[src/design/mmsr_pkg.sv]
// Shared constants and types for the min/max stack rejection block.
`timescale 1ns / 1ps

package mmsr_pkg;

  localparam int STACK_DEPTH = 64;
  localparam int VAL_W       = 16;
  localparam int IDX_W       = 6;
  localparam int CNT_W       = 7;
  localparam int ENTRY_W     = VAL_W + IDX_W;
  localparam int RAM_DEPTH   = 1 << IDX_W;
  localparam int CFG_IDX_W   = 3;
  localparam int CFG_DATA_W  = 7;

  typedef enum logic [CFG_IDX_W-1:0] {
    CFG_CLIP_LOW   = 3'd0,
    CFG_CLIP_HIGH  = 3'd1,
    CFG_LOW_COUNT  = 3'd2,
    CFG_HIGH_COUNT = 3'd3
  } cfg_reg_t;

  typedef struct packed {
    logic clear;
    logic en;
  } rank_ctl_t;

endpackage

[src/design/mmsr_ram.sv]
// Generic simple dual-port RAM with registered read.
`timescale 1ns / 1ps

module mmsr_ram #(
  parameter int WIDTH = 16,
  parameter int DEPTH = 64,
  localparam int AW = (DEPTH > 1) ? $clog2(DEPTH) : 1
) (
  input  logic             clk,
  input  logic             we,
  input  logic [AW-1:0]    waddr,
  input  logic [WIDTH-1:0] wdata,
  input  logic             re,
  input  logic [AW-1:0]    raddr,
  output logic [WIDTH-1:0] rdata
);

  logic [WIDTH-1:0] mem [DEPTH];

  always_ff @(posedge clk) begin
    if (we) begin
      mem[waddr] <= wdata;
    end
    if (re) begin
      rdata <= mem[raddr];
    end
  end

endmodule

[src/design/mmsr_rank.sv]
// Rank counter: counts stack entries ordered ahead of the pivot sample.
`timescale 1ns / 1ps

module mmsr_rank import mmsr_pkg::*; (
  input  logic             clk,
  input  rank_ctl_t        ctl,
  input  logic [VAL_W-1:0] pivot_value,
  input  logic [IDX_W-1:0] pivot_idx,
  input  logic [VAL_W-1:0] cand_value,
  input  logic [IDX_W-1:0] cand_idx,
  output logic [IDX_W-1:0] rank_total
);

  logic [IDX_W-1:0] count;
  logic             ahead;

  // stable order: equal values rank by arrival
  assign ahead = (cand_value < pivot_value) ||
                 ((cand_value == pivot_value) && (cand_idx < pivot_idx));

  assign rank_total = count + IDX_W'(ctl.en && ahead);

  always_ff @(posedge clk) begin
    if (ctl.clear) begin
      count <= '0;
    end else if (ctl.en && ahead) begin
      count <= count + IDX_W'(1);
    end
  end

endmodule

[src/design/min_max_stack_rejection.sv]
// Min/max rejection over one pixel stack: top level with sequencer.
// Each accepted sample is written to the store memory; after the closing sample
// the stack is ranked one sample at a time against every stored sample, then
// results leave in sorted order through the sort memory.
// A new stack is accepted once the last result of the previous one is loaded.
// Reset (rst, synchronous) clears the sequencer, fill count and output valid,
// and sets the registers to 1, 1, 1, 1; the memories are not cleared.
`timescale 1ns / 1ps

module min_max_stack_rejection import mmsr_pkg::*; (
  input  logic                  clk,
  input  logic                  rst,
  input  logic                  cfg_we,
  input  logic [CFG_IDX_W-1:0]  cfg_index,
  input  logic [CFG_DATA_W-1:0] cfg_data,
  input  logic                  in_valid,
  output logic                  in_ready,
  input  logic [VAL_W-1:0]      sample_value,
  input  logic                  last_sample,
  output logic                  out_valid,
  input  logic                  out_ready,
  output logic [VAL_W-1:0]      out_value,
  output logic [IDX_W-1:0]      frame_index,
  output logic                  low_rejected,
  output logic                  high_rejected,
  output logic [CNT_W-1:0]      kept_count,
  output logic                  last_result
);

  typedef enum logic [2:0] {
    S_COLLECT,
    S_PIVOT,
    S_CAP,
    S_SWEEP,
    S_PLACE,
    S_EMIT_RD,
    S_EMIT_LD
  } state_t;

  state_t state;

  logic             clip_low;
  logic             clip_high;
  logic [CNT_W-1:0] low_cnt;
  logic [CNT_W-1:0] high_cnt;

  logic [CNT_W-1:0] fill;
  logic [CNT_W-1:0] n_reg;
  logic [CNT_W-1:0] nl_reg;
  logic [CNT_W-1:0] nh_reg;
  logic [CNT_W-1:0] kept_reg;
  logic [IDX_W-1:0] i_idx;
  logic [CNT_W-1:0] j_cnt;
  logic [IDX_W-1:0] cmp_idx;
  logic [IDX_W-1:0] k_idx;
  logic [VAL_W-1:0] pivot;

  logic             in_fire;
  logic             closing;
  logic [CNT_W-1:0] n_new;
  logic [CNT_W-1:0] nl_new;
  logic [CNT_W-1:0] nh_new;
  logic [CNT_W:0]   rej_sum;
  logic [CNT_W-1:0] kept_new;

  logic               store_re;
  logic [IDX_W-1:0]   store_raddr;
  logic [VAL_W-1:0]   store_rdata;
  logic               sort_we;
  logic               sort_re;
  logic [ENTRY_W-1:0] sort_rdata;
  logic [IDX_W-1:0]   rank_total;
  rank_ctl_t          rank_ctl;

  logic             load_out;
  logic [CNT_W-1:0] k_ext;
  logic             k_last;

  assign in_ready = (state == S_COLLECT);
  assign in_fire  = in_valid && in_ready;
  assign n_new    = fill + CNT_W'(1);
  assign closing  = last_sample || (n_new == CNT_W'(STACK_DEPTH));

  assign nl_new   = !clip_low  ? '0 : ((low_cnt  < n_new) ? low_cnt  : n_new);
  assign nh_new   = !clip_high ? '0 : ((high_cnt < n_new) ? high_cnt : n_new);
  assign rej_sum  = {1'b0, nl_new} + {1'b0, nh_new};
  assign kept_new = (rej_sum >= {1'b0, n_new}) ? '0 : (n_new - rej_sum[CNT_W-1:0]);

  always_comb begin
    store_raddr = i_idx;
    unique case (state)
      S_CAP:   store_raddr = '0;
      S_SWEEP: store_raddr = j_cnt[IDX_W-1:0];
      default: store_raddr = i_idx;
    endcase
  end

  assign store_re       = (state == S_PIVOT) || (state == S_CAP) || (state == S_SWEEP);
  assign rank_ctl.clear = (state == S_CAP);
  assign rank_ctl.en    = (state == S_SWEEP) || (state == S_PLACE);
  assign sort_we        = (state == S_PLACE);
  assign sort_re        = (state == S_EMIT_RD);

  assign load_out = (state == S_EMIT_LD) && (!out_valid || out_ready);
  assign k_ext    = CNT_W'(k_idx);
  assign k_last   = (k_ext + CNT_W'(1)) == n_reg;

  mmsr_ram #(
    .WIDTH(VAL_W),
    .DEPTH(RAM_DEPTH)
  ) u_store_ram (
    .clk  (clk),
    .we   (in_fire),
    .waddr(fill[IDX_W-1:0]),
    .wdata(sample_value),
    .re   (store_re),
    .raddr(store_raddr),
    .rdata(store_rdata)
  );

  mmsr_rank u_rank (
    .clk        (clk),
    .ctl        (rank_ctl),
    .pivot_value(pivot),
    .pivot_idx  (i_idx),
    .cand_value (store_rdata),
    .cand_idx   (cmp_idx),
    .rank_total (rank_total)
  );

  mmsr_ram #(
    .WIDTH(ENTRY_W),
    .DEPTH(RAM_DEPTH)
  ) u_sort_ram (
    .clk  (clk),
    .we   (sort_we),
    .waddr(rank_total),
    .wdata({pivot, i_idx}),
    .re   (sort_re),
    .raddr(k_idx),
    .rdata(sort_rdata)
  );

  always_ff @(posedge clk) begin
    if (rst) begin
      clip_low  <= 1'b1;
      clip_high <= 1'b1;
      low_cnt   <= CNT_W'(1);
      high_cnt  <= CNT_W'(1);
    end else if (cfg_we) begin
      unique case (cfg_reg_t'(cfg_index))
        CFG_CLIP_LOW:   clip_low  <= cfg_data[0];
        CFG_CLIP_HIGH:  clip_high <= cfg_data[0];
        CFG_LOW_COUNT:  low_cnt   <= cfg_data[CNT_W-1:0];
        CFG_HIGH_COUNT: high_cnt  <= cfg_data[CNT_W-1:0];
        default: ;
      endcase
    end
  end

  always_ff @(posedge clk) begin
    if (rst) begin
      state     <= S_COLLECT;
      fill      <= '0;
      out_valid <= 1'b0;
    end else begin
      if (out_valid && out_ready && !load_out) begin
        out_valid <= 1'b0;
      end
      unique case (state)
        S_COLLECT: begin
          if (in_fire) begin
            if (closing) begin
              fill     <= '0;
              n_reg    <= n_new;
              nl_reg   <= nl_new;
              nh_reg   <= nh_new;
              kept_reg <= kept_new;
              i_idx    <= '0;
              state    <= S_PIVOT;
            end else begin
              fill <= n_new;
            end
          end
        end
        S_PIVOT: begin
          state <= S_CAP;
        end
        S_CAP: begin
          pivot   <= store_rdata;
          j_cnt   <= CNT_W'(1);
          cmp_idx <= '0;
          state   <= (n_reg == CNT_W'(1)) ? S_PLACE : S_SWEEP;
        end
        S_SWEEP: begin
          j_cnt   <= j_cnt + CNT_W'(1);
          cmp_idx <= j_cnt[IDX_W-1:0];
          if (j_cnt == n_reg - CNT_W'(1)) begin
            state <= S_PLACE;
          end
        end
        S_PLACE: begin
          if ((CNT_W'(i_idx) + CNT_W'(1)) == n_reg) begin
            k_idx <= '0;
            state <= S_EMIT_RD;
          end else begin
            i_idx <= i_idx + IDX_W'(1);
            state <= S_PIVOT;
          end
        end
        S_EMIT_RD: begin
          state <= S_EMIT_LD;
        end
        S_EMIT_LD: begin
          if (load_out) begin
            out_valid     <= 1'b1;
            out_value     <= sort_rdata[ENTRY_W-1:IDX_W];
            frame_index   <= sort_rdata[IDX_W-1:0];
            low_rejected  <= k_ext < nl_reg;
            high_rejected <= k_ext >= (n_reg - nh_reg);
            kept_count    <= kept_reg;
            last_result   <= k_last;
            k_idx         <= k_idx + IDX_W'(1);
            state         <= k_last ? S_COLLECT : S_EMIT_RD;
          end
        end
        default: state <= S_COLLECT;
      endcase
    end
  end

endmodule

[config.mk]
export PLATFORM = sky130hd
export DESIGN_NAME = min_max_stack_rejection
export DESIGN_NICKNAME = d
export VERILOG_FILES = /design/src/design/mmsr_pkg.sv /design/src/design/mmsr_ram.sv /design/src/design/mmsr_rank.sv /design/src/design/min_max_stack_rejection.sv
export SDC_FILE = /design/constraint.sdc
export NUM_CORES = 2
export LEC_CHECK = 0
export BUFFER_PORTS_ARGS = -buffer_cell sky130_fd_sc_hd__buf_2
export CORE_AREA = 2 2 457 459
export CTS_CLUSTER_SIZE = 10
export DETAILED_ROUTE_END_ITERATION = 10
export DIE_AREA = 0 0 459 461
export PLACE_DENSITY = 0.74
export SYNTH_ARGS = -nofsm -noshare
export SYNTH_HDL_FRONTEND = slang
export SYNTH_SLANG_ARGS = --single-unit
[constraint.sdc]
create_clock -name clk -period 5.5 [get_ports clk]
set_clock_uncertainty 0.05 [all_clocks]
set_input_delay 0.275 -clock clk [delete_from_list [all_inputs] [get_ports clk]]
set_output_delay 0.275 -clock clk [all_outputs]
set_load 0.005 [all_outputs]
; After elaboration in Yosys (flattened, before gate mapping)
; Memories as Yosys holds them, arrays and structs flattened. A register that Yosys moved wholly into a read port is not among the register bits.
; Index checks and enable logic that the tools add are counted.
[word_totals]
ff_bits = 134
latch_bits = 0
mem_bits_rw = 2432
romBits = 0
input_bits = 32
out_inout_bits = 34
elab_cells = 127
n_memories = 2
[op_classes]
addsub = 12
multipliers = 0
div_mod_pow = 0
n_lt_le_gt_ge = 7
eq_ne = 21
shifts = 0
muxes = 30
bitwise_logic = 1
reduce_logical = 31
[memory_table]
columns = name, depth, word_bits, rd, rd_clocked_by_memory_dff, write_ports, line_no
row1 = u_sort_ram.mem, 64, 22, 1, 1, 1, mmsr_ram.sv:18  ; logic [WIDTH-1:0] mem [DEPTH];
row2 = u_store_ram.mem, 64, 16, 1, 1, 1, mmsr_ram.sv:18
[ops]
columns = cell, count
row1 = $pmux W6 S2, 4
row2 = $mux W7, 5
row3 = $mux W6, 5
row4 = $eq A7 B7 Y1, 3
row5 = $mux W3, 7
row6 = $pmux W3 S7, 1
row7 = $add A6 B1 Y6 const B, 3
row8 = $eq A16 B16 Y1, 1
row9 = $lt A16 B16 Y1, 1
row10 = $add A6 B1 Y7 const B, 2
row11 = $add A7 B1 Y7 const B, 2
row12 = $lt A7 B7 Y1, 2
row13 = $pmux W7 S2, 1
row14 = $reduce_and A2 Y1, 7
row15 = $sub A7 B7 Y7, 2
row16 = $eq A3 B2 Y1 const B, 4
row17 = $reduce_and A4 Y1, 3
row18 = $eq A3 B3 Y1 const B, 3
row19 = $add A7 B7 Y8, 1
row20 = $ge A8 B7 Y1, 1
row21 = $ne A2 B1 Y1 const B, 4
row22 = $eq A7 B1 Y1 const B, 1
row23 = $eq A7 B7 Y1 const B, 1
row24 = $ge A6 B7 Y1, 1
row25 = other kinds (15), 37

; Longest topological paths before layout
[logic_depth]
word_depth = 8
depth_mapped = 24
depth_no_buf = 24

; By module
; Synthesis repeated with hierarchy kept, for this count alone.
[hier_totals]
cells_unflattened = 4917
area_unflattened_um2 = 102573.4
[modules_own_cells]
columns = module, instances, cells_each, area_per_inst_um2, seq_area_each_um2
row1 = mmsr_ram at u_sort_ram, 1, 2349, 54482.3, 42941.2
row2 = mmsr_ram at u_store_ram, 1, 1829, 40202.3, 31230.0
row3 = min_max_stack_rejection, 1, 603, 6764.0, 3573.4
row4 = mmsr_rank, 1, 136, 1124.8, 120.1

; Worst setup path after synthesis
; OpenSTA, ideal clock, no wires.
[synth_timing]
path_type = register -> register
start = register pivot[1]
end = memory u_sort_ram.mem[63][0] in the netlist's numbering, enable pin
setup_ns = 0.401
arrival_ns = 4.761
t_required_ns = 5.049
path_slack_ns = 0.288
stages_incl_launch_ff = 19
path_buffers = 1
synth_period_minus_slack_ns = 5.212
path_cell_list = edfxtp_1 > inv_1 > ha_1 > nor2b_1 > o21a_1 > o21a_1 > o21ai_0 > nand3_1 > o22ai_2 > ha_1 > ha_1 > clkbuf_1 > nand3_1 > o21ai_0 > nand2_1 > o21ai_0 > a22o_1 > nand2_1 > nor2_1
[synth_via]
elab_chain_len = 5
word_cells_on_any_way = 6
cone_classes = add/sub: 1 / order compare: 1 / eq/ne: 1 / reduce/logical: 3
[synth_lines]
columns = element, line_no
row1 = from (decl), min_max_stack_rejection.sv:56  ; logic [VAL_W-1:0] pivot;
row2 = from (signal assigned), min_max_stack_rejection.sv:190  ; pivot <= store_rdata;
row3 = branches (longest 2 deep; another with $lt A16 B16 Y1), -
row4 = $logic_or A1 B1 Y1 *, mmsr_rank.sv:18  ; assign ahead = (cand_value < pivot_value) ||
row5 = $logic_and A1 B1 Y1 *, mmsr_rank.sv:21  ; assign rank_total = count + IDX_W'(ctl.en && ahead);
row6 = $add A6 B1 Y6 *, mmsr_rank.sv:21
row7 = to (decl), mmsr_ram.sv:18
; Mark *: on every way between the ends.

; Worst setup path in the final report
[layout_timing]
start = register fill[0]
end = register kept_reg[3], data pin
[layout_via]
elab_chain_len = 6
word_cells_on_any_way = 10
cone_classes = add/sub: 3 / order compare: 3 / mux: 4
[layout_lines]
columns = element, line_no
row1 = from (decl), min_max_stack_rejection.sv:47  ; logic [CNT_W-1:0] fill;
row2 = from (signal assigned), min_max_stack_rejection.sv:182  ; fill <= n_new;
row3 = $add A7 B1 Y7 *, min_max_stack_rejection.sv:81  ; assign n_new = fill + CNT_W'(1);
row4 = net n_new[2], min_max_stack_rejection.sv:60  ; logic [CNT_W-1:0] n_new;
row5 = $lt A7 B7 Y1 *, min_max_stack_rejection.sv:85  ; assign nh_new = !clip_high ? '0 : ((high_cnt < n_new) ? high_cnt : n_new);
row6 = $mux W7 * (2 in series), min_max_stack_rejection.sv:85
row7 = net nh_new[0], min_max_stack_rejection.sv:62  ; logic [CNT_W-1:0] nh_new;
row8 = $add A7 B7 Y8 *, min_max_stack_rejection.sv:86  ; assign rej_sum = {1'b0, nl_new} + {1'b0, nh_new};
row9 = $sub A7 B7 Y7 or $ge A8 B7 Y1 (tied branches), min_max_stack_rejection.sv:87  ; assign kept_new = (rej_sum >= {1'b0, n_new}) ? '0 : (n_new - rej_sum[CNT_W-1:0]);
row10 = to (signal assigned), min_max_stack_rejection.sv:178  ; kept_reg <= kept_new;
row11 = to (decl), min_max_stack_rejection.sv:51  ; logic [CNT_W-1:0] kept_reg;
; Mark *: on every way through the listed nets, which the timed path passes. The rest lies on a longest branch.
; A chain may end at the register's enable or synchronous reset.

==> metrics.md <==
| Metric | Value |
|---|---|
| Routability Congestion | `roughly 0.84` |
| Outcome | `completed` |
| Routed vias/inst | `slightly above 6` |
| Kind of start point of the critical path | `flop` |
| Register containing the most flip-flops in the final layout | `u_sort_ram.mem` |
| Via count | `~56000` |
| Max reg flops | `1408` |
| Number of levels the H-tree was split into | `5` |
| Post-synth net total | `6019` |
| FP Rows | `about 170` |
| Delay of the slowest cell on the worst path | `0.41 ns` |
| First-iteration detailed-routing DRC count | `7729` |
| Latest clock arrival within the worst-skew pair | `0.91 ns` |
| Cell internal pwr | `roughly 0.034 W` |
| Area enclosed by the die boundary | `~210000 um^2` |
| CTS tree | `built` |
| P&R area growth vs syn | `13.0%` |
| Maximum resistive drop on vdd | `roughly 440 uV` |
| Arithmetic-cell share of the synthesized area counting full adders, half adders and majority gates | `less than 1%` |
| Most prevalent standard cell on the critical path | `sky130_fd_sc_hd__ha_1` |
| Transition time at the pin with the least slew margin | `1.21 ns` |
| Time the worst path needs with I/O delays and setup | `between 5 and 6 ns` |
| Reported leakage power | `38.6 nW` |
| Dominant cell type by area after synthesis | `sky130_fd_sc_hd__edfxtp_1` |
| Leading register cell type out of synthesis | `sky130_fd_sc_hd__edfxtp_1` |
| Hold slack final | `between 0.01 and 0.015 ns` |
| Total buffers and inverters traversed by the critical path | `2` |
| Category of the most critical setup path | `reg2reg` |
| Combined area of the multi-input logic cells | `roughly 24000 um^2` |
| Type of the tightest min-delay check | `in2reg` |
| Part of the total power dissipated in sequential elements | `50.0%` |
| Largest registers ranked by flip-flop count | `u_sort_ram.mem (1408), u_store_ram.mem (1024), u_sort_ram.rdata (22)` |
| Synth Area in XOR/XNOR | `0.540%` |
| Global route overflow | `0` |
| Share of flip-flops with an asynchronous set or reset | `0%` |
| Clock share of power | `39.2%` |
| Num ports | `66` |
| Switching fraction of total power | `a little under a quarter` |
| Maximum number of pins on one net before global-route repair | `approximately 140` |
| Leading cell types by total area after synthesis | `sky130_fd_sc_hd__edfxtp_1 (75%), sky130_fd_sc_hd__mux4_2 (9.9%), sky130_fd_sc_hd__nand2_1 (4.0%)` |
| Top cell types by occurrence after synthesis | `sky130_fd_sc_hd__edfxtp_1 (2571), sky130_fd_sc_hd__nand2_1 (1103), sky130_fd_sc_hd__mux4_2 (450)` |
| Remaining max-slew budget at the tightest pin | `between 10% and 20%` |
| Combinational family with the most area after synthesis | `multiplexers` |
| RSZ-0062 raised after global routing | `no` |
| Final-report max-slew violation count | `0` |
| Sequential fraction of the synthesis area | `about 76%` |
| Global-route wire length before repair | `between 300 and 400 mm` |
| Synth Area per Inst | `about 17 um^2` |
| Count of final setup violators | `0` |
| Core region area | `roughly 210000 um^2` |
| Required time of the critical path | `approximately 6.2 ns` |
| Clock input transition at the sequential cells of the worst setup and hold paths | `0.06 ns` |
| Initial standard-cell utilization of the core | `between 40% and 50%` |
| Count of buffers inserted at the top-level ports | `65` |
| Synthesized netlist cell count | `~5900` |
| Drt wl/cell | `around 27 um` |
| Die Span X | `~460 um` |
| Yosys Warn Count | `0` |
| Part of the cycle the worst path needs | `approximately 94%` |
| Number of clock sinks seen by CTS | `2604` |
| Half-perimeter wire length of the detailed placement result | `approximately 140 mm` |
| Drt first pass iters | `5` |
| Crit path max-delay cell type | `sky130_fd_sc_hd__fa_1` |
| Layout filler cell count | `15007` |
| Die H | `roughly 460 um` |
| Aggregate global-route resource usage | `about a quarter` |
| Net switching power | `between 0.01 and 0.015 W` |
| Cell family contributing the most delay on the critical path | `adder cells` |
| Number of flops mapped to enable cells by yosys | `between 2000 and 3000` |
| Reported max-cap violation count | `0` |
| Netlist area before placement | `between 100000 and 150000 um^2` |
| Endpoints failing hold | `0` |
| Initial antenna violation count | `8` |
| Post-route ant nets | `0` |
| Compound-gate portion of the synthesized area | `~2.5%` |
| Proportion of synthesized area in mux cells | `11.2%` |
| Cts bufs inserted | `about 310` |
| Fraction of the mapped netlist area in simple logic gates | `7.45%` |
| Fraction of power consumed by combinational cells | `a little over a tenth` |
| Cell-by-cell listing of the critical path | `ha_1 -> xor2_1 -> inv_1 -> ha_1 -> nor2_1 -> a21oi_1 -> maj3_1 -> o21ai_1 -> maj3_1 -> maj3_2 -> mux2i_1 -> nor2_1 -> ha_1 -> fa_1 -> a21o_1 -> a21oi_2 -> o21bai_1 -> a21oi_1 -> xnor2_1 -> ha_1 -> a211oi_1 -> o211ai_1 -> buf_4 -> nor2_1` |
| Final routed wirelength across all metal layers | `about 250 mm` |
| Most common cell in the netlist | `sky130_fd_sc_hd__edfxtp_1` |
| Root Buffer | `sky130_fd_sc_hd__clkbuf_16` |
| Maximum count of clock buffers along a single path | `4` |
| Post-Route Setup TNS | `0 ns` |
| Layout cells sized above 1 | `19.1%` |
| Vias in the first global route | `around 55000` |
| FF+latch count, synth | `2604` |
| Critical Path End Type | `flop` |
| Data arrival time at the worst-slack endpoint | `just under 6 ns` |
| Sequential cell area | `a little under 80000 um^2` |
| Top-area cell type share of the netlist area | `about three quarters` |
| Synth unique cells | `between 60 and 70` |
| Largest fanout on the critical path | `5` |
| Total number of nets in the final design | `~6400` |
| Pwr Density | `384 nW/um^2` |
| Post-route DRC violation count | `0` |
| Highest Clock Rate | `about 190 MHz` |
placed cells by master, fill, tap and decap left out, types with 49 or more instances in the layout:
| cell | n |
|---|---|
| sky130_fd_sc_hd__a31oi_1 | 66 |
| sky130_fd_sc_hd__and3_1 | 74 |
| sky130_fd_sc_hd__buf_2 | 65 |
| sky130_fd_sc_hd__buf_4 | 231 |
| sky130_fd_sc_hd__clkbuf_16 | 322 |
| sky130_fd_sc_hd__edfxtp_1 | 2571 |
| sky130_fd_sc_hd__ha_1 | 67 |
| sky130_fd_sc_hd__inv_1 | 66 |
| sky130_fd_sc_hd__mux2i_1 | 128 |
| sky130_fd_sc_hd__mux4_2 | 450 |
| sky130_fd_sc_hd__nand2_1 | 1100 |
| sky130_fd_sc_hd__nand3_1 | 350 |
| sky130_fd_sc_hd__nor2_1 | 145 |
| sky130_fd_sc_hd__nor2_2 | 67 |
| sky130_fd_sc_hd__o221ai_1 | 49 |
metal layers:
| layer | track usage [%] | part of all wire (%) | wire length [um] |
|---|---|---|---|
| met5 | 0 | 0.011 | 27 |
| met3 | 3.81 | 9.8 | 24100 |
| met4 | 8.42 | 3.7 | 9170 |
| met1 | 33.1 | 39 | 95900 |
| met2 | 36.6 | 48 | 118000 |
per-stage QoR:
step | std cells | instance area (um^2) | utilization [%] | total power (W) | setup WS (ns)
floorplan | 5917 | 103000 | - | 0.0256 | 0.288
global placement | 8611 | 108000 | 52.2 | 0.0272 | 0.190
detailed placement | 8611 | 108000 | 52.2 | 0.0274 | 0.182
CTS | 9005 | 116000 | 56.3 | 0.0447 | 0.172
global route | 9011 | 116000 | 56.3 | 0.0459 | 0.00990
finish | 9013 | 116000 | 56.3 | 0.0446 | 0.332
cell type report:
type	instances	area share, %
clock buffer	358	7.05
sequential	2604	67.0
clock inverter	6	0.0258
tap	2704	2.91
timing repair buffer	355	2.53
antenna	5	0.0108
multi-input combinational	2913	20.3
inverter	68	0.220
worst paths after layout:
path                                 to  cells after the start  slack, ns                 start
setup / recovery            kept_reg[3]                     24       0.33               fill[0]
hold / removal    u_store_ram.mem[1][4]                      2       0.01       sample_value[4]
setup reg to reg            kept_reg[3]                     24       0.33               fill[0]
hold reg to reg            out_value[5]                      0       0.36  u_sort_ram.rdata[11]
logic make-up after synthesis:
family	after synthesis
flip-flops	2604
AND/OR/NAND/NOR	1820
multiplexers	590
buffers and inverters	400
AO/OA/AOI/OAI	366
adder cells (fa/ha/maj)	77
XOR/XNOR	60
power by group through the flow:
stage / registers [W] / logic, W / clock network (W)
after floorplan: 0.0228 / 0.00276 / 0
after global placement: 0.0227 / 0.00457 / 0
after detailed placement: 0.0227 / 0.00468 / 0
after CTS: 0.0223 / 0.00474 / 0.0177
after global routing: 0.0223 / 0.00517 / 0.0184
final: 0.0223 / 0.00481 / 0.0175
repair_timing:
action | in CTS | in global routing
hold buffers | 30 | 0
resized for setup | 0 | 1
endpoints found under the hold margin | 30 | 0
buffers inserted | 0 | 3
setup endpoints to repair | 0 | 7
worst reg2reg max path: cells and delay by family (launching register included):
kind,cells,cell delay [ns]
AO/OA/AOI/OAI,8,1.21
XOR/XNOR,2,0.34
adder cells (fa/ha/maj),8,2.36
buffers and inverters,2,0.33
flip-flops,1,0.34
multiplexers,1,0.17
AND/OR/NAND/NOR,3,0.23
No activity file was read; power rests on OpenSTA's default activity.
